$ cat config.mk
export PLATFORM = sky130hd
export DESIGN_NAME = tfp_skid
export DESIGN_NICKNAME = d
export VERILOG_FILES = /design/src/hdl/tfp_pkg.sv /design/src/hdl/tfp_skid.sv
export SDC_FILE = /design/constraint.sdc
export NUM_CORES = 1
export LEC_CHECK = 0
export BUFFER_PORTS_ARGS = -buffer_cell sky130_fd_sc_hd__buf_2
export CAP_MARGIN = 20
export CORE_MARGIN = 2
export CORE_UTILIZATION = 30
export CTS_CLUSTER_DIAMETER = 60
export DETAILED_ROUTE_END_ITERATION = 8
export GPL_TIMING_DRIVEN = 0
export SKIP_CTS_REPAIR_TIMING = 1
export SYNTH_ARGS = -nofsm -noshare
export SYNTH_HDL_FRONTEND = slang
export SYNTH_SLANG_ARGS = --single-unit
$ cat constraint.sdc
create_clock -name clk -period 15.74 [get_ports clk]
set_input_delay 0.787 -clock clk [delete_from_list [all_inputs] [get_ports clk]]
set_output_delay 0.787 -clock clk [all_outputs]
set_load 0.01 [all_outputs]
$ cat src/hdl/tfp_pkg.sv
// ----------------------------------------------------------------------------
// tfp_pkg: shared types, widths and helpers for triangle_from_points
// Coordinate width drives every other width in the datapath.
// ----------------------------------------------------------------------------
`timescale 1ns / 1ps

package tfp_pkg;

  localparam int COORD_WIDTH = 16;

  localparam int DIFF_WIDTH  = COORD_WIDTH + 1;       // vertex difference
  localparam int SUM_WIDTH   = COORD_WIDTH + 2;       // sum of three coords
  localparam int SQR_WIDTH   = 2 * COORD_WIDTH;       // one squared difference
  localparam int SQ_WIDTH    = 2 * COORD_WIDTH + 1;   // squared distance
  localparam int ROOT_WIDTH  = COORD_WIDTH + 1;       // side length
  localparam int TRIAL_WIDTH = 2 * COORD_WIDTH + 3;   // root trial term
  localparam int PERIM_WIDTH = COORD_WIDTH + 3;
  localparam int AREA_WIDTH  = 2 * COORD_WIDTH + 1;
  localparam int PROD_WIDTH  = 2 * DIFF_WIDTH;
  localparam int CROSS_WIDTH = PROD_WIDTH + 1;
  localparam int MAG_WIDTH   = COORD_WIDTH + 1;       // |sum of coords|

  // divide by three: q = (m * RECIP) >> SHIFT, exact for m < 2^(COORD_WIDTH+1)
  localparam int DIV3_SHIFT  = COORD_WIDTH + 2;
  localparam logic [DIV3_SHIFT-1:0] DIV3_RECIP =
    DIV3_SHIFT'(((64'd1 << DIV3_SHIFT) + 64'd2) / 64'd3);
  localparam int QPROD_WIDTH = MAG_WIDTH + DIV3_SHIFT;

  localparam int SIDE_AB = 0;
  localparam int SIDE_AC = 1;
  localparam int SIDE_BC = 2;

  typedef logic signed [COORD_WIDTH-1:0] coord_t;

  typedef struct packed {
    coord_t ax;
    coord_t ay;
    coord_t bx;
    coord_t by_coord;
    coord_t cx;
    coord_t cy;
  } vertices_t;

  typedef struct packed {
    logic [AREA_WIDTH-1:0] area;
    coord_t                gx;
    coord_t                gy;
  } side_t;

  typedef struct packed {
    logic [2:0][SQ_WIDTH-1:0] sq;
    side_t                    side;
  } mid_t;

  typedef struct packed {
    logic [2:0][SQ_WIDTH-1:0]   rem;
    logic [2:0][ROOT_WIDTH-1:0] root;
    side_t                      side;
  } root_stage_t;

  typedef struct packed {
    logic [2:0][ROOT_WIDTH-1:0] root;
    side_t                      side;
  } root_out_t;

  typedef struct packed {
    logic                   is_triangle;
    logic [PERIM_WIDTH-1:0] perimeter;
    logic [AREA_WIDTH-1:0]  double_area;
    coord_t                 centroid_x;
    coord_t                 centroid_y;
  } result_t;

  typedef struct packed {
    logic [SQ_WIDTH-1:0]   rem;
    logic [ROOT_WIDTH-1:0] root;
  } sqrt_step_t;

  // One digit of the restoring square root: rem = v - root^2 on entry,
  // root holds only the bits above bit_pos.
  function automatic sqrt_step_t sqrt_step(input logic [SQ_WIDTH-1:0] rem,
                                           input logic [ROOT_WIDTH-1:0] root,
                                           input int unsigned bit_pos);
    logic [TRIAL_WIDTH-1:0] trial;
    sqrt_step_t             res;
    trial = (TRIAL_WIDTH'(root) << (bit_pos + 1)) + (TRIAL_WIDTH'(1) << (2 * bit_pos));
    if (TRIAL_WIDTH'(rem) >= trial) begin
      res.rem  = rem - trial[SQ_WIDTH-1:0];
      res.root = root | (ROOT_WIDTH'(1) << bit_pos);
    end else begin
      res.rem  = rem;
      res.root = root;
    end
    return res;
  endfunction

endpackage

$ cat src/hdl/tfp_skid.sv
// ----------------------------------------------------------------------------
// tfp_skid: output register with one skid entry
// Upstream ready is registered, so the pipeline never sees out_ready directly.
// ----------------------------------------------------------------------------
`timescale 1ns / 1ps

module tfp_skid import tfp_pkg::*; (
  input  logic    clk,
  input  logic    rst,
  input  logic    in_valid,
  output logic    in_ready,
  input  result_t in_data,
  output logic    out_valid,
  input  logic    out_ready,
  output result_t out_data
);

  logic    skid_valid;
  result_t skid_data;
  logic    take;

  assign take     = out_valid && out_ready;
  assign in_ready = !skid_valid;

  always_ff @(posedge clk) begin
    if (rst) begin
      out_valid  <= 1'b0;
      skid_valid <= 1'b0;
    end else if (skid_valid) begin
      if (take || !out_valid) begin
        out_valid  <= 1'b1;
        skid_valid <= 1'b0;
      end
    end else if (in_valid) begin
      if (!out_valid || take) begin
        out_valid <= 1'b1;
      end else begin
        skid_valid <= 1'b1;
      end
    end else if (take) begin
      out_valid <= 1'b0;
    end
  end

  always_ff @(posedge clk) begin
    if (skid_valid) begin
      if (take || !out_valid) begin
        out_data <= skid_data;
      end
    end else if (in_valid) begin
      if (!out_valid || take) begin
        out_data <= in_data;
      end else begin
        skid_data <= in_data;
      end
    end
  end

endmodule

== Word-level counts from Yosys, hierarchy flattened ==
Cells that the tools add are included.

* Bits in registers: 172
* Bits of input ports: 89
* Output and inout port bits: 87
* Word-level logic and storage cells: 33

* Muxes and demuxes: 11
* Bitwise gates (word level): 2
* Reductions and logical operators: 8

{| class="wikitable"
|+ Operators with widths
! kind !! count
|-
| 85-bit 2-to-1 mux || 4
|-
| 1-bit 2-to-1 mux || 7
|-
| 3-bit AND reduction || 1
|-
| 3-bit nonzero test || 1
|-
| 1-bit zero test || 2
|-
| 1-bit NOT || 2
|-
| 2-bit AND reduction || 1
|-
| 2-bit nonzero test || 1
|-
| 1-bit logical AND || 1
|-
| 1-bit logical OR || 1
|}

== Depth between registers and ports, before layout ==
* Word-level depth: 5
* Mapped depth: 5

== Worst setup path after synthesis ==
Ideal clock, no wire load.

* Path kind: input port to flip-flop
* Start point: input out_ready
* End point: register skid_data[0] in the netlist's numbering (enable)
* Setup time: 0.650 ns
* Data arrival time: 7.181 ns
* Data required time: 15.090 ns
* Path slack: 7.909 ns
* Stages: 2
* Buffers on the path: 0
* Cells stage by stage: nand2b_1 nor3b_1

* Cells in the longest elaborated chain, start to end: 4

{| class="wikitable"
|+ RTL lines
! element !! RTL line !! source
|-
| start, declared || tfp_skid.sv:14 || <nowiki>input logic out_ready,</nowiki>
|-
| 1-bit logical AND || tfp_skid.sv:22 || <nowiki>assign take = out_valid && out_ready;</nowiki>
|-
| 1-bit logical OR || tfp_skid.sv:51 || <nowiki>if (!out_valid || take) begin</nowiki>
|-
| 1-bit NOT (no line) || -- ||
|-
| 3-bit AND reduction (no line) || -- ||
|-
| end signal, assigned || tfp_skid.sv:54 || <nowiki>skid_data <= in_data;</nowiki>
|-
| end, declared || tfp_skid.sv:19 || <nowiki>result_t skid_data;</nowiki>
|}

Every way passes these cells.
A chain may end at the register's enable or synchronous reset.

== Worst setup path after layout ==
* Start point: register skid_valid
* End point: register skid_data[13] in the netlist's numbering (enable)

* Cells in the longest elaborated chain, start to end: 2

{| class="wikitable"
|+ RTL lines
! element !! RTL line !! source
|-
| start, declared || tfp_skid.sv:18 || <nowiki>logic skid_valid;</nowiki>
|-
| start signal, assigned || tfp_skid.sv:28 || <nowiki>skid_valid <= 1'b0;</nowiki>
|-
| start signal, assigned || tfp_skid.sv:32 || <nowiki>skid_valid <= 1'b0;</nowiki>
|-
| start signal, assigned || tfp_skid.sv:38 || <nowiki>skid_valid <= 1'b1;</nowiki>
|-
| 1-bit NOT (no line) || -- ||
|-
| 3-bit AND reduction (no line) || -- ||
|}

Every way passes these cells.

==> flow_metrics.env <==
export IMPL_cts_reportedPaths_clkPinSlew_ps=60
export IMPL_drv_slew=0
export IMPL_regArea_mm2=0.00514
export IMPL_worst_ep_required_time_ps=15870
export IMPL_yosysWarnings=0
export IMPL_slowest_stage="nor3b_2"
export IMPL_synth_top_area_cell="edfxtp_1"
export IMPL_slowest_delay_ps=810
export IMPL_htree_levels=4
export IMPL_worst_setup_path_start_kind="flip-flop"
export IMPL_max_freq_mhz=400
export IMPL_drt_iter0_drc=90
export IMPL_status="finished, final reports clean"
export IMPL_synth_top_area_frac=0.819
export IMPL_grt_pass1_vias=3480
export IMPL_wirelength_um=12300
export IMPL_pin_count=176
export IMPL_die_h_um=148
export IMPL_relSlewSlack=0.330
export IMPL_r2r_end="skid_data[13]"
export IMPL_place_inst=728
export IMPL_core_area_mm2=0.0203
export IMPL_io_buffers=175
export IMPL_r2r_start="skid_valid"
export IMPL_fp_dieArea_mm2=0.0219
export IMPL_antenna_found_initial=1
export IMPL_drcViolationCount=0
export IMPL_crit_buf_inv=6
export IMPL_synth_edf_count=170
export IMPL_die_w_um=148
export IMPL_std_cell_rows=52
export IMPL_end_kind="flip-flop"
export IMPL_hold_viol=0
export IMPL_worst_hold_slack_ps=543
export IMPL_vias_per_cell=4.24
export IMPL_critical_path_class="flip-flop to flip-flop"
export IMPL_seq_area_frac_synth=0.826
export IMPL_multiInputGateArea_mm2=0.00103
export IMPL_skew_ps=12.7
export IMPL_p_leak_nw=3.03
export IMPL_grtUsageTotal=0.113
export IMPL_netlist_area_mm2=0.00623
export IMPL_syn_nets=363
export IMPL_peakVddDrop_v=0.0000596
export IMPL_stdcell_count=760
export IMPL_syn_avg_cell_area_um2=22.7
export IMPL_critPathCapture="skid_data[13]"
export IMPL_synth_ff_latch_count=172
export IMPL_drive_gt1_frac=0.633
export IMPL_crit_chain="buf_6 -> buf_6 -> buf_6 -> nor3b_2 -> buf_6 -> buf_6 -> buf_6"
export IMPL_yosys_top_cells_area="edfxtp_1, mux2_2, mux2_4"
export IMPL_crit_cells=7
export IMPL_grt_setup_unrepaired="false"
export IMPL_powerDensity_mw_per_mm2=124
export IMPL_vias=3222
export IMPL_layout_min_cycle_time_ps=2500
export IMPL_grt_overflow=0
export IMPL_yosysUniqueCellTypes=13
export IMPL_wl_per_cell_um=16.2
export IMPL_gp_congestion=0.733
export IMPL_grt_max_degree=63
export IMPL_clkLatencyLatePin_ps=420
export IMPL_cts_tree="built"
export IMPL_worst_hold_path_type="input pin to flip-flop"
export IMPL_detail_route_antenna_nets=0
export IMPL_setup_tns_final_ps=0
export IMPL_cts_sinks=172
export IMPL_synthTopCellsByCount="edfxtp_1, mux2_2, buf_2"
export IMPL_max_cap_viol_count=0
export IMPL_cts_root_buf="clkbuf_16"
export IMPL_area_delta_synth_final_pct=30.8
export IMPL_grt_pass1_wl_um=18900
export IMPL_crit_fanout=13
export IMPL_fin_crit_sh=0.159
export IMPL_r2r_slack_ps=13240
export IMPL_arrival_ps=2620
export IMPL_diodes=0
export IMPL_synth_ff_type="edfxtp_1"
export IMPL_nets=566
export IMPL_dp_hpwl_um=8470
export IMPL_async_flop_share=0
export IMPL_drt_pass1_iterations=4
export IMPL_finalSetupViolations=0
export IMPL_tightestPinTransition_ps=1000
export IMPL_path_common_cell="buf_6"
export IMPL_numCtsBuffers=17
export IMPL_syn_inst=274
export IMPL_crit_start="skid_valid"
export IMPL_num_fill_cells=1891
export IMPL_rr_worst_depth=7
export IMPL_critPathTopFamily="buffers and inverters"
export IMPL_yosysMostFrequentCell="edfxtp_1"
export IMPL_clock_path_buffers=2
export IMPL_start_util=0.307
## layer usage
metal / part of all wire / global-route usage
met5: 0 / 0
met3: 0.069 / 0.0457
met2: 0.50 / 0.187
met1: 0.42 / 0.134
met4: 0.012 / 0.0390
## worst min-delay path by stage
stage | from | to | slack, ps | cells past startpoint
after detailed placement | skid_data[33] | out_data[33] | 530 | 1
after global placement | out_valid | out_valid | 530 | 2
final | rst | out_valid | 540 | 2
after floorplan | skid_data[0] | out_data[0] | 520 | 1
after CTS | rst | out_valid | 520 | 2
after global routing | rst | out_valid | 530 | 2
## logic make-up after synthesis
kind of cell           share of synthesized area
AO/OA/AOI/OAI                            0.00201
buffers and inverters                     0.0116
flip-flops                                 0.826
multiplexers                               0.157
AND/OR/NAND/NOR                          0.00361
## layout make-up
type                       count  share of cell area
inverter                       1            0.000460
clock buffer                  19              0.0531
clock inverter                13              0.0172
tap                          270              0.0414
timing repair buffer         184               0.122
multi-input combinational     91               0.126
sequential                   172               0.631
buffer                        10             0.00844
## power breakdown
| part | leakage (nW) | switching (mW) | total (mW) | internal, mW |
|---|---|---|---|---|
| combinational | 1.14 | 0.0351 | 0.0670 | 0.0319 |
| sequential | 1.61 | 0.00485 | 0.533 | 0.528 |
| clock | 0.272 | 0.175 | 0.410 | 0.235 |
## worst reg2reg max path, stage by stage (launching register included)
cell and delay [ps]:
dfxtp_1 300, buf_6 140, buf_6 160, buf_6 160
nor3b_2 810, buf_6 250, buf_6 180, buf_6 200
## placed cells by master (no fill, tap or decap), types with 2 or more instances in the layout
cell type   synthesis  final
buf_6               3     10
edfxtp_1          170    170
clkinvlp_4          0      3
inv_6               0      4
buf_2               7    182
dfxtp_1             2      2
clkinv_2            0      2
mux2_2             79     79
clkbuf_16           0     17
clkbuf_1            0      2
mux2_4              6      6
bufinv_16           0      2
## registers in the layout, indices dropped and copies added, names as in the netlist
name	flops
out_data	85
out_valid	1
skid_data	85
skid_valid	1
## per-stage QoR
stage                     setup slack, ps  utilization  power, mW  instance area, um^2
after floorplan                      7910            -      0.576                 6230
after global placement               4350        0.367      0.610                 7450
after detailed placement            12840        0.373      0.612                 7580
after CTS                           13190        0.402       1.03                 8150
after global routing                13080        0.402       1.05                 8150
final                               13240        0.402       1.01                 8150
No activity file was read; power rests on OpenSTA's default activity.
