<file path="src/hdl/tfp_pkg.sv">
// ----------------------------------------------------------------------------
// tfp_pkg: shared types, widths and helpers for triangle_from_points
// Coordinate width drives every other width in the datapath.
// ----------------------------------------------------------------------------
`timescale 1ns / 1ps

package tfp_pkg;

  localparam int COORD_WIDTH = 16;

  localparam int DIFF_WIDTH  = COORD_WIDTH + 1;       // vertex difference
  localparam int SUM_WIDTH   = COORD_WIDTH + 2;       // sum of three coords
  localparam int SQR_WIDTH   = 2 * COORD_WIDTH;       // one squared difference
  localparam int SQ_WIDTH    = 2 * COORD_WIDTH + 1;   // squared distance
  localparam int ROOT_WIDTH  = COORD_WIDTH + 1;       // side length
  localparam int TRIAL_WIDTH = 2 * COORD_WIDTH + 3;   // root trial term
  localparam int PERIM_WIDTH = COORD_WIDTH + 3;
  localparam int AREA_WIDTH  = 2 * COORD_WIDTH + 1;
  localparam int PROD_WIDTH  = 2 * DIFF_WIDTH;
  localparam int CROSS_WIDTH = PROD_WIDTH + 1;
  localparam int MAG_WIDTH   = COORD_WIDTH + 1;       // |sum of coords|

  // divide by three: q = (m * RECIP) >> SHIFT, exact for m < 2^(COORD_WIDTH+1)
  localparam int DIV3_SHIFT  = COORD_WIDTH + 2;
  localparam logic [DIV3_SHIFT-1:0] DIV3_RECIP =
    DIV3_SHIFT'(((64'd1 << DIV3_SHIFT) + 64'd2) / 64'd3);
  localparam int QPROD_WIDTH = MAG_WIDTH + DIV3_SHIFT;

  localparam int SIDE_AB = 0;
  localparam int SIDE_AC = 1;
  localparam int SIDE_BC = 2;

  typedef logic signed [COORD_WIDTH-1:0] coord_t;

  typedef struct packed {
    coord_t ax;
    coord_t ay;
    coord_t bx;
    coord_t by_coord;
    coord_t cx;
    coord_t cy;
  } vertices_t;

  typedef struct packed {
    logic [AREA_WIDTH-1:0] area;
    coord_t                gx;
    coord_t                gy;
  } side_t;

  typedef struct packed {
    logic [2:0][SQ_WIDTH-1:0] sq;
    side_t                    side;
  } mid_t;

  typedef struct packed {
    logic [2:0][SQ_WIDTH-1:0]   rem;
    logic [2:0][ROOT_WIDTH-1:0] root;
    side_t                      side;
  } root_stage_t;

  typedef struct packed {
    logic [2:0][ROOT_WIDTH-1:0] root;
    side_t                      side;
  } root_out_t;

  typedef struct packed {
    logic                   is_triangle;
    logic [PERIM_WIDTH-1:0] perimeter;
    logic [AREA_WIDTH-1:0]  double_area;
    coord_t                 centroid_x;
    coord_t                 centroid_y;
  } result_t;

  typedef struct packed {
    logic [SQ_WIDTH-1:0]   rem;
    logic [ROOT_WIDTH-1:0] root;
  } sqrt_step_t;

  // One digit of the restoring square root: rem = v - root^2 on entry,
  // root holds only the bits above bit_pos.
  function automatic sqrt_step_t sqrt_step(input logic [SQ_WIDTH-1:0] rem,
                                           input logic [ROOT_WIDTH-1:0] root,
                                           input int unsigned bit_pos);
    logic [TRIAL_WIDTH-1:0] trial;
    sqrt_step_t             res;
    trial = (TRIAL_WIDTH'(root) << (bit_pos + 1)) + (TRIAL_WIDTH'(1) << (2 * bit_pos));
    if (TRIAL_WIDTH'(rem) >= trial) begin
      res.rem  = rem - trial[SQ_WIDTH-1:0];
      res.root = root | (ROOT_WIDTH'(1) << bit_pos);
    end else begin
      res.rem  = rem;
      res.root = root;
    end
    return res;
  endfunction

endpackage

</file>
<file path="src/hdl/tfp_back.sv">
// ----------------------------------------------------------------------------
// tfp_back: perimeter, longest side and triangle test
// Two stages: sum/max, then strict inequality.
// ----------------------------------------------------------------------------
`timescale 1ns / 1ps

module tfp_back import tfp_pkg::*; (
  input  logic      clk,
  input  logic      rst,
  input  logic      en,
  input  logic      in_valid,
  input  root_out_t in_data,
  output logic      out_valid,
  output result_t   out_data
);

  logic [1:0]             vld;
  logic [ROOT_WIDTH-1:0]  max_ab;
  logic [ROOT_WIDTH-1:0]  longest_next;
  logic [PERIM_WIDTH-1:0] total;
  logic [ROOT_WIDTH-1:0]  longest;
  side_t                  side;

  always_comb begin
    max_ab = (in_data.root[SIDE_AC] > in_data.root[SIDE_AB]) ?
             in_data.root[SIDE_AC] : in_data.root[SIDE_AB];
    longest_next = (in_data.root[SIDE_BC] > max_ab) ? in_data.root[SIDE_BC] : max_ab;
  end

  always_ff @(posedge clk) begin
    if (rst) begin
      vld <= '0;
    end else if (en) begin
      vld <= {vld[0], in_valid};
    end
  end

  always_ff @(posedge clk) begin
    if (en) begin
      total   <= PERIM_WIDTH'(in_data.root[SIDE_AB]) + PERIM_WIDTH'(in_data.root[SIDE_AC])
               + PERIM_WIDTH'(in_data.root[SIDE_BC]);
      longest <= longest_next;
      side    <= in_data.side;

      out_data.is_triangle <= (total - PERIM_WIDTH'(longest)) > PERIM_WIDTH'(longest);
      out_data.perimeter   <= total;
      out_data.double_area <= side.area;
      out_data.centroid_x  <= side.gx;
      out_data.centroid_y  <= side.gy;
    end
  end

  assign out_valid = vld[1];

endmodule

</file>
<file path="config.mk">
export PLATFORM = sky130hd
export DESIGN_NAME = tfp_back
export DESIGN_NICKNAME = d
export VERILOG_FILES = /design/src/hdl/tfp_pkg.sv /design/src/hdl/tfp_back.sv
export SDC_FILE = /design/constraint.sdc
export NUM_CORES = 1
export LEC_CHECK = 0
export ABC_AREA = 0
export BUFFER_PORTS_ARGS = -buffer_cell sky130_fd_sc_hd__buf_4
export CAP_MARGIN = 10
export CORE_ASPECT_RATIO = 0.8
export CORE_MARGIN = 8
export CORE_UTILIZATION = 50
export CTS_BUF_LIST = sky130_fd_sc_hd__clkbuf_8
export DETAILED_ROUTE_END_ITERATION = 6
export PLACE_DENSITY_LB_ADDON = 0.15
export SLEW_MARGIN = 30
export SYNTH_ARGS = -nofsm -noshare
export SYNTH_HDL_FRONTEND = slang
export SYNTH_SLANG_ARGS = --single-unit
</file>
<file path="constraint.sdc">
create_clock -name clk -period 9.19 [get_ports clk]
set_clock_uncertainty 0.15 [all_clocks]
set_input_delay 1.838 -clock clk [delete_from_list [all_inputs] [get_ports clk]]
set_output_delay 1.838 -clock clk [all_outputs]
set_load 0.1 [all_outputs]
</file>
# Yosys cells after proc, flatten, opt, wreduce, memory -nomap -nowiden
# Index checks and enable logic that the tools add are counted.
classes:
  add_sub_neg: 3
  magnitude_cmp: 3
  muxes: 2
op_table:
  columns: ["operator", "count"]
  rows:
  - ["$gt 17x17->1", 2]
  - ["$mux 17", 2]
  - ["$add 18x17->19", 1]
  - ["$gt 19x17->1", 1]
  - ["$sub 19x17->19", 1]
  - ["$add 17x17->18", 1]
word_totals:
  register_bits: 188
  input_bits: 120
  output_inout_bits: 86
  elab_cells: 19

# Depth between registers and ports, before layout
# Gate-level depths: netlist of run 1.
logic_depth:
  depth_word: 4
  ltp_mapped: 18
  depth_no_buf: 17

# Worst setup path after synthesis of run 1
# OpenSTA, ideal clock, no wires.
synth_path:
  path_kind: "input -> register"
  startpoint: "input in_data[68] in the netlist's numbering"
  endpoint: "register longest[10], data pin"
  setup_ps: 265
  arrival_ps: 5080
  required_time_ps: 8775
  slack_ps: 3696
  stages: 18
  path_buffers: 4
  path_cell_list: "inv_1 ha_1 and4_1 a21oi_1 o211a_1 buf_6 o31a_1 buf_6 buf_8 o31a_1 ha_1 a21o_1 a21oi_1 a211o_1 a31oi_1 o21ai_2 buf_2 mux2i_1"
synth_via:
  elab_chain_cells: 4
synth_rtl:
  columns: ["element", "line", "text"]
  rows:
  - ["start: declaration", "tfp_back.sv:12", "input root_out_t in_data,"]
  - ["$gt 17x17->1", "tfp_back.sv:25", "max_ab = (in_data.root[SIDE_AC] > in_data.root[SIDE_AB]) ?"]
  - ["$mux 17 *", "tfp_back.sv:25", null]
  - ["$gt 17x17->1", "tfp_back.sv:27", "longest_next = (in_data.root[SIDE_BC] > max_ab) ? in_data.root[SIDE_BC] : max_ab;"]
  - ["$mux 17 *", "tfp_back.sv:27", null]
  - ["named net longest_next[10]", "tfp_back.sv:19", "logic [ROOT_WIDTH-1:0] longest_next;"]
  - ["end signal: assignment", "tfp_back.sv:42", "longest <= longest_next;"]
  - ["end: declaration", "tfp_back.sv:21", "logic [ROOT_WIDTH-1:0] longest;"]
# The timed path passes the listed nets; every way through them passes the cells marked *.
# A chain may end at the register's enable or synchronous reset.

# Worst setup path in the final report of run 1
layout_path:
  startpoint: "input in_data[77] in the netlist's numbering"
  endpoint: "register longest[0], data pin"
# The elaborated chain is that of the path after synthesis.

==> reports/results.txt, run 1 <==
The run finished with clean final reports. For the area of the mapped netlist, the log shows 9880 um^2. Cell internal power was estimated by the tool at 1.68 mW. Endpoint of the most critical register-to-register path: out_data[84]$_DFFE_PP_. The slew at the pin with the worst max-slew slack is 868 ps. After the last flow step, the layout net total stands at 1175. The per-cell routed wire length was 17.2 um; the mean post-synth cell area was 13.2 um^2. Worst setup path startpoint: in_data[77]. The tools report the sequential share of power as 40.3%. The arrival time of data at the critical path endpoint came out at 6420 ps. The count of final max-slew check failures was 0; the deepest clock path buffer count was 2. Walking the worst path, the cells encountered are buf_4 -> inv_1 -> ha_1 -> nand4_1 -> nor2_2 -> and4_1 -> o31a_1 -> ha_1 -> a21oi_1 -> o21a_1 -> o21ba_2 -> a31oi_1 -> o21ai_4 -> mux2_2.

After clock tree synthesis, the flow added hold-fix buffers numbering 0. The tools report the number of setup buffers added after CTS as 0. Once layout is done, the placed cells without fillers occupy 12100 um^2.

Chip height: 142 um. The run gives 24600 um^2 as the area of the die. The total congestion overflow after global routing came out at 0. The number of antenna violations at the first check in global routing was 0; the length in cells of the worst reg-to-reg path was 16.

Mux contribution to synthesized area: 2.34%. The slowest stage of the critical path is the sky130_fd_sc_hd__nor2_2 cell. The last element of the critical path was longest[0]$_DFFE_PP_. The flop and latch count out of synthesis works out to 188. IR analysis of the VDD net gives a maximum drop of 102 uV. The clock group share of total power came out at 19.9%.

Entering global routing, the biggest net connects 99 pins. The number of antenna diodes in the final layout is 0. The clock tree synthesis step divided the H-tree into 4 levels.

The first global-routing pass estimated 33300 um of wire. The run gives 42.1% as the tightest slew margin relative to the limit. Across the run, the number of max-cap violations was 0.

The post-detailed-route via-to-cell ratio came out at 5.38. The combinational share of power came out at 39.7%. The power density over the cells works out to 226 nW/um^2.

Area share of and/or/nand/nor cells after synthesis: 6.68%. Most area-hungry cell type in the Yosys netlist: sky130_fd_sc_hd__edfxtp_1. The tools report the count of filler cells inserted in the layout as 1575. The number of design rule violations left after detail routing is 0. Summing the areas of all xor and xnor instances in the mapped netlist gives 2.30% of the synthesized area.

Share of post-route cells with drive strength above 1: 25.7%. The run gives 460 ps as the clock network latency to the later pin of the worst-skew pair. The logs give 6437 for the number of global-route vias before repair and 17 for the number of buffers added by the clock tree synthesis step. Dividing the final minimum period by the clock period gives 69.1%.

The final route contains 6618 vias. The overall track demand over capacity in global routing is 16.9%. Setup violations remaining at the end of the flow were counted as 0. By startpoint and endpoint, the worst setup path is classified as in -> reg.

Adding up every negative setup slack in the final design gives 0 ps. The post-synthesis async set-or-reset flop share is 0%, and the critical path data required time is 9260 ps. The element type at the critical path end was a flop. The post-detailed-route count of antenna-violating nets is 0, and the fraction of the mapped netlist area in adder cells is 14.5%. Yosys printed 0 warnings.

Setup repair after global routing left no endpoint under its margin. The commonest cells after synthesis are sky130_fd_sc_hd__edfxtp_1 (186), sky130_fd_sc_hd__ha_1 (84), sky130_fd_sc_hd__inv_1 (81). After synthesis, the largest area contributor takes up 56.5% of total cell area. The number of top-level pins came out at 206.

Counting flops with a built-in enable in the synthesized netlist gives 186. The startpoint identified for the worst register-to-register timing path is total[0]$_DFFE_PP_. The count of buffers added on input and output ports is 205. For this block, the initial DRC count from the detailed router was 474.

The total wirelength of the detailed-routed design was 21200 um. The horizontal extent of the die was 173 um; the register-to-register path setup slack was 4950 ps. The initialized floorplan defines 46 standard-cell rows. Routability-driven placement finished with a final weighted congestion of 0.864. In this run the cell area measured after placement is 11700 um^2. Cell at the root of the clock tree: sky130_fd_sc_hd__clkbuf_8. When the netlist entered floorplanning its net count stood at 969. Along the worst path, the maximum fanout reaches 18. The critical path runs through a total of 14 cells. The delay of the slowest critical-path stage is 740 ps, and the total iterations of the first detailed-routing run is 5. Number of cells produced by synthesis: 746.

The type of the tightest min-delay check is reg -> reg. Area of the multi-input gates: 3850 um^2. Derived from the worst setup path, the maximum achievable clock frequency is 157 MHz. Detailed placement finished with a half-perimeter wire length of 16400 um. Summing all flip-flop and latch instances after layout gives 5630 um^2.

The worst path needs 6350 ps of the cycle, external delays included. The startpoint type of the worst setup path was an input port. On the critical path the largest part of the delay comes from simple AND/OR/NAND/NOR gates.

Of the total power, the share spent switching nets is 38.8%. The main flop type after synthesis was sky130_fd_sc_hd__edfxtp_1. The clock transition at the registers of the reported paths works out to 110 ps. Initial core utilization: 50.4%. The final hold violation count is 0. The floorplan step defined a core boundary enclosing 19600 um^2. By area the synthesized netlist is led by sky130_fd_sc_hd__edfxtp_1 (57%), sky130_fd_sc_hd__ha_1 (11%), sky130_fd_sc_hd__fa_1 (3.8%). In this run, post-CTS repair resized a total of 0 instances. The net switching component of the power came out at 1.06 mW.

The synthesized netlist contains 62 unique library cells. In the post-synthesis netlist, the cell with the most instances is sky130_fd_sc_hd__edfxtp_1. The most common cell type on the critical path was sky130_fd_sc_hd__ha_1. The tree built by TritonCTS fans out to 188 sinks.

The synthesized netlist devotes 13.0% of its cell area to compound gates. TritonCTS built the clock tree. Combinational family with the most area after synthesis: adder cells. The analysis attributes to cell leakage a power of 5.06 nW. The portion of the post-synthesis area used by sequential elements came out at 56.9%. The buffer and inverter count on the worst path works out to 2.

The area overhead of the layout relative to synthesis works out to 22.6%.
-- worst register-to-register path, delay by kind of cell, from the launching register on --
kind | cells | cell delay [ps]
AO/OA/AOI/OAI | 5 | 1060
XOR/XNOR | 1 | 90
adder cells (fa/ha/maj) | 3 | 870
buffers and inverters | 2 | 130
flip-flops | 1 | 430
AND/OR/NAND/NOR | 5 | 1260
-- worst min path at each step --
stage                                  start                     end  slack (ps)  cells after the start
after floorplan            side[0]$_DFFE_PP_   out_data[0]$_DFFE_PP_         250                      0
after global placement    side[37]$_DFFE_PP_  out_data[37]$_DFFE_PP_         250                      0
after detailed placement  side[19]$_DFFE_PP_  out_data[19]$_DFFE_PP_         250                      0
after CTS                 side[23]$_DFFE_PP_  out_data[23]$_DFFE_PP_         260                      0
after global routing      side[23]$_DFFE_PP_  out_data[23]$_DFFE_PP_         270                      0
final                     side[23]$_DFFE_PP_  out_data[23]$_DFFE_PP_         260                      0
-- layout by cell type (no fill, tap or decap), types with 15 or more instances in the layout --
cell type                   Yosys  final
sky130_fd_sc_hd__a2111oi_0     16     16
sky130_fd_sc_hd__a211oi_1      20     20
sky130_fd_sc_hd__a21oi_1       34     34
sky130_fd_sc_hd__a221oi_1      19     19
sky130_fd_sc_hd__buf_4          0    208
sky130_fd_sc_hd__clkbuf_8       0     17
sky130_fd_sc_hd__edfxtp_1     186    186
sky130_fd_sc_hd__fa_1          19     19
sky130_fd_sc_hd__ha_1          84     84
sky130_fd_sc_hd__inv_1         81     81
sky130_fd_sc_hd__mux2i_1       22     22
sky130_fd_sc_hd__nand2_1       15     15
sky130_fd_sc_hd__nor2_1        24     24
sky130_fd_sc_hd__nor3_1        22     22
sky130_fd_sc_hd__o21ai_0       20     20
sky130_fd_sc_hd__o31a_1        17     17
sky130_fd_sc_hd__xnor2_1       22     22
-- registers in the layout, summed over array words and instances, names as in the netlist --
signal	cells
out_data	85
vld	2
longest	17
side	65
total	19
-- stage by stage --
stage	power (mW)	cells	hold slack (ps)	setup slack (ps)	utilization (%)
after floorplan	1.93	746	250	3700	-
after global placement	2.20	1197	250	2180	59.5
after detailed placement	2.21	1197	255	2400	59.6
after CTS	2.76	1229	261	2910	61.7
after global routing	2.91	1229	266	2510	61.7
final	2.74	1229	258	2840	61.7
-- final cells by class --
type | instances | area share [%]
flip-flops and latches | 188 | 46.4
multi-input cells | 454 | 31.8
repair buffers | 210 | 13.1
well taps | 264 | 2.73
inverters | 81 | 2.51
clock buffers | 17 | 1.93
clock inverters | 15 | 1.57
-- power by group through the flow --
stage | registers, mW | logic (mW) | clock network, mW
after floorplan | 1.37 | 0.566 | 0
after global placement | 1.12 | 1.08 | 0
after detailed placement | 1.13 | 1.08 | 0
after CTS | 1.11 | 1.09 | 0.566
after global routing | 1.11 | 1.20 | 0.595
final | 1.10 | 1.09 | 0.545
-- metal layers --
metal / vias up / global-route usage (%) / part of all wire, %
li1: 3286 / - / -
met5: - / 0 / 0
met2: 228 / 25.4 / 44
met3: 10 / 4.73 / 6.9
met4: 0 / 3.85 / 0.74
met1: 3094 / 24.0 / 49
-- cell families after synthesis --
| kind of cell | Yosys count |
|---|---|
| xor gates and xnor gates | 26 |
| AOI/OAI and AO/OA | 179 |
| and+or+nand+nor | 123 |
| DFF | 188 |
| adders and majority gates | 103 |
| muxes | 23 |
| buffers and inverters | 104 |
No activity file was read; power rests on OpenSTA's default activity.
==> run 2: changes to the inputs <==
==> constraint.sdc (replaced) <==
create_clock -name clk -period 5.4 [get_ports clk]
set_clock_uncertainty 0.15 [all_clocks]
set_input_delay 1.08 -clock clk [delete_from_list [all_inputs] [get_ports clk]]
set_output_delay 1.08 -clock clk [all_outputs]
set_load 0.1 [all_outputs]
==> run 2 against run 1 <==
Compared with the run above:
- cell count up 0.90%
- register-to-register slack worse by 3800 ps
- sequential share of layout area is 0.32 points lower
- hold slack improved by 9.0 ps
- routed wire length rose by 1.9%
==> reports/results.txt, run 2 (same netlist as run 1, synthesis figures left out) <==
The run finished with clean final reports. The number of buffers added by the clock tree synthesis step is 17 (unchanged). Chip height: 142 um (unchanged).

Setup repair after global routing left no endpoint under its margin. The level count of the clock H-tree was 4 (unchanged); the area overhead of the layout relative to synthesis was 23.4%. Horizontal extent of the die: 173 um (unchanged).

Total wirelength of the detailed-routed design: 21600 um (+1.9%). The number of global-route vias before repair came out at 6578 (+2.2%). In the layout the commonest cells are sky130_fd_sc_hd__buf_4 (219), sky130_fd_sc_hd__edfxtp_1 (186), sky130_fd_sc_hd__ha_1 (84).

The final core utilization was 62.2% (+0.43 points); the number of endpoints failing setup at the final stage was 0 (unchanged). The tools report the sum of net half-perimeters after detailed placement as 16800 um (+2.6%). The element type at the critical path end was a flop. The number of top-level pins is 206 (unchanged), and the total iterations of the first detailed-routing run is 5 (unchanged).

In this run the worst hold path is classified as reg -> reg. The highest ir drop seen on vdd is 201 uV (+97%), and the post-cts repair resize count is 0 (unchanged). The count of placed standard cells including taps was 1208 (+0.92%); the arrival time of data at the critical path endpoint was 4790 ps (-1630 ps). The clock sink total is 188 (unchanged), and the count of maximum capacitance violations is 0 (unchanged). The count of input and output buffers is 205 (unchanged). The cell at the root of the clock tree is sky130_fd_sc_hd__clkbuf_8.

The power density over the cells was 383 nW/um^2 (+70%). The largest driver fanout on the critical path was 17 (-1); the final cycle utilization of the critical path was 85.9%. The number of rows created at floorplan came out at 46 (unchanged). The most common library cell in the layout ignoring fill and taps was sky130_fd_sc_hd__buf_4. The worst setup path is of the in -> reg kind. The area of the core is 19600 um^2 (unchanged). The count of antenna diodes in the layout was 0 (unchanged).

Clock network latency to the later pin of the worst-skew pair: 470 ps (about the same). The final hold violation count was 0 (unchanged). The length in cells of the worst reg-to-reg path came out at 16 (unchanged). The number of setup buffers added after CTS is 0 (unchanged), and the routed length on met2 is 9470 um (+2.6%). For the critical path data required time, the log shows 5560 ps (-3700 ps). Pin count of the biggest net entering global routing: 119 (+20%). The final setup TNS is 0 ps (unchanged), and the number of antenna violations at the first check in global routing is 0 (unchanged). The hold-critical path depth is 0 (unchanged), and the worst hold slack after final layout is 266 ps (+8.96 ps). The share of post-route cells with drive strength above 1 was 26.5% (+0.84 points).

TritonCTS built the clock tree. The clock transition at the registers of the reported paths came out at 110 ps (about the same). The area occupied by registers is 5630 um^2 (unchanged), and the number of design rule violations left after detail routing is 0 (unchanged).

The worst setup path is launched from an input port. The run gives 34200 um (+2.7%) as the global-route wire length before repair. The post-detailed-route via-to-cell ratio is 5.41 (+0.48%). The shortest clock period the worst path allows after layout was 4640 ps. Post-detailed-route count of antenna-violating nets: 0 (unchanged). Maximum clock frequency: 216 MHz. The routed length on met1 is 10300 um (-0.99%). The leakage power total came out at 5.12 nW (+1.2%). Slew at the pin with the worst max-slew slack: 900 ps (+31.8 ps). The total length of routed met3 wires was 1570 um (+7.6%); the total congestion overflow after global routing was 0 (unchanged). The final-stage net count was 1186 (+0.94%); the flip-flop count of the largest register, all copies and words added was 85 (unchanged). The count of routing violations after the opening detailed-route iteration is 436 (-8.0%). The area of the multi-input gates was 3840 um^2 (-0.20%).

The count of final max-slew check failures was 0 (unchanged). The highest layer touched by signal routing is met4. The run gives 0.907 (+5.0%) as the last weighted congestion value of the routability-driven placer. The per-cell routed wire length came out at 17.4 um (+0.99%). The final non-filler cell total was 1240 (+0.90%). The run gives 17.4% (+0.49 points) as the overall track demand over capacity in global routing. The logs give 50.4% (unchanged) for the initial core utilization and 24600 um^2 (unchanged) for the area of the die. For the count of filler cells inserted in the layout, the log shows 1567 (-0.51%).

The top register by number of flip-flops is out_data. The run gives 40.0% (-2.1 points) as the tightest slew margin relative to the limit. In the final layout, the registers with the most flip-flops are out_data: 85 flops, side: 65 flops, total: 19 flops.

The tools report the via count of the routed design as 6709 (+1.4%). The quantity of hold-fixing buffers added after cts was 0 (unchanged); the deepest clock path buffer count was 2 (unchanged).
## run 2: power by group
| group | total [mW] | internal (mW) | switching [mW] |
|---|---|---|---|
| clock | 0.935 | 0.363 | 0.572 |
| combinational | 1.86 | 0.684 | 1.18 |
| sequential | 1.88 | 1.82 | 0.0640 |
| total | 4.68 | 2.86 | 1.81 |
## run 2: path summary, 6_finish.rpt
| check | start | to | slack, ps |
|---|---|---|---|
| hold / removal | side[48]$_DFFE_PP_ | out_data[48]$_DFFE_PP_ | 270 |
| setup reg to reg | total[0]$_DFFE_PP_ | out_data[84]$_DFFE_PP_ | 1200 |
| setup / recovery | in_data[77] | longest[10]$_DFFE_PP_ | 760 |
| hold reg to reg | side[48]$_DFFE_PP_ | out_data[48]$_DFFE_PP_ | 270 |
## run 2: critical path, cell delays in order
cell and delay, ps:
sky130_fd_sc_hd__buf_4 120, sky130_fd_sc_hd__inv_1 110, sky130_fd_sc_hd__ha_1 280, sky130_fd_sc_hd__a21oi_1 150, sky130_fd_sc_hd__o21ai_1 120, sky130_fd_sc_hd__a21oi_1 280, sky130_fd_sc_hd__o31a_1 670, sky130_fd_sc_hd__o31a_1 250
sky130_fd_sc_hd__ha_1 250, sky130_fd_sc_hd__a21o_1 160, sky130_fd_sc_hd__a21oi_1 140, sky130_fd_sc_hd__a211o_1 150, sky130_fd_sc_hd__a31oi_1 90, sky130_fd_sc_hd__o21ai_2 440, sky130_fd_sc_hd__buf_4 300, sky130_fd_sc_hd__mux2i_1 210
## run 2: layout make-up
| type | count | share of cell area (%) |
|---|---|---|
| Inverter | 81 | 2.49 |
| Tap cell | 264 | 2.71 |
| Clock buffer | 17 | 1.92 |
| Timing Repair Buffer | 221 | 13.8 |
| Multi-Input combinational cell | 454 | 31.5 |
| Clock inverter | 15 | 1.54 |
| Sequential cell | 188 | 46.1 |
## run 2: through the flow
step                      power, mW  setup WS (ps)  area, um^2
after global placement         3.75            285       11800
final                          4.68            761       12200
after detailed placement       3.77            295       11800
after CTS                      4.72            788       12200
after global routing           4.97            436       12200
after floorplan                3.29            664        9880
## run 2: per-layer routing
metal,GRT usage [%],vias to the layer above
li1,-,3305
met1,24.6,3142
met2,26.0,240
met3,4.73,22
met4,4.76,0
met5,0,-
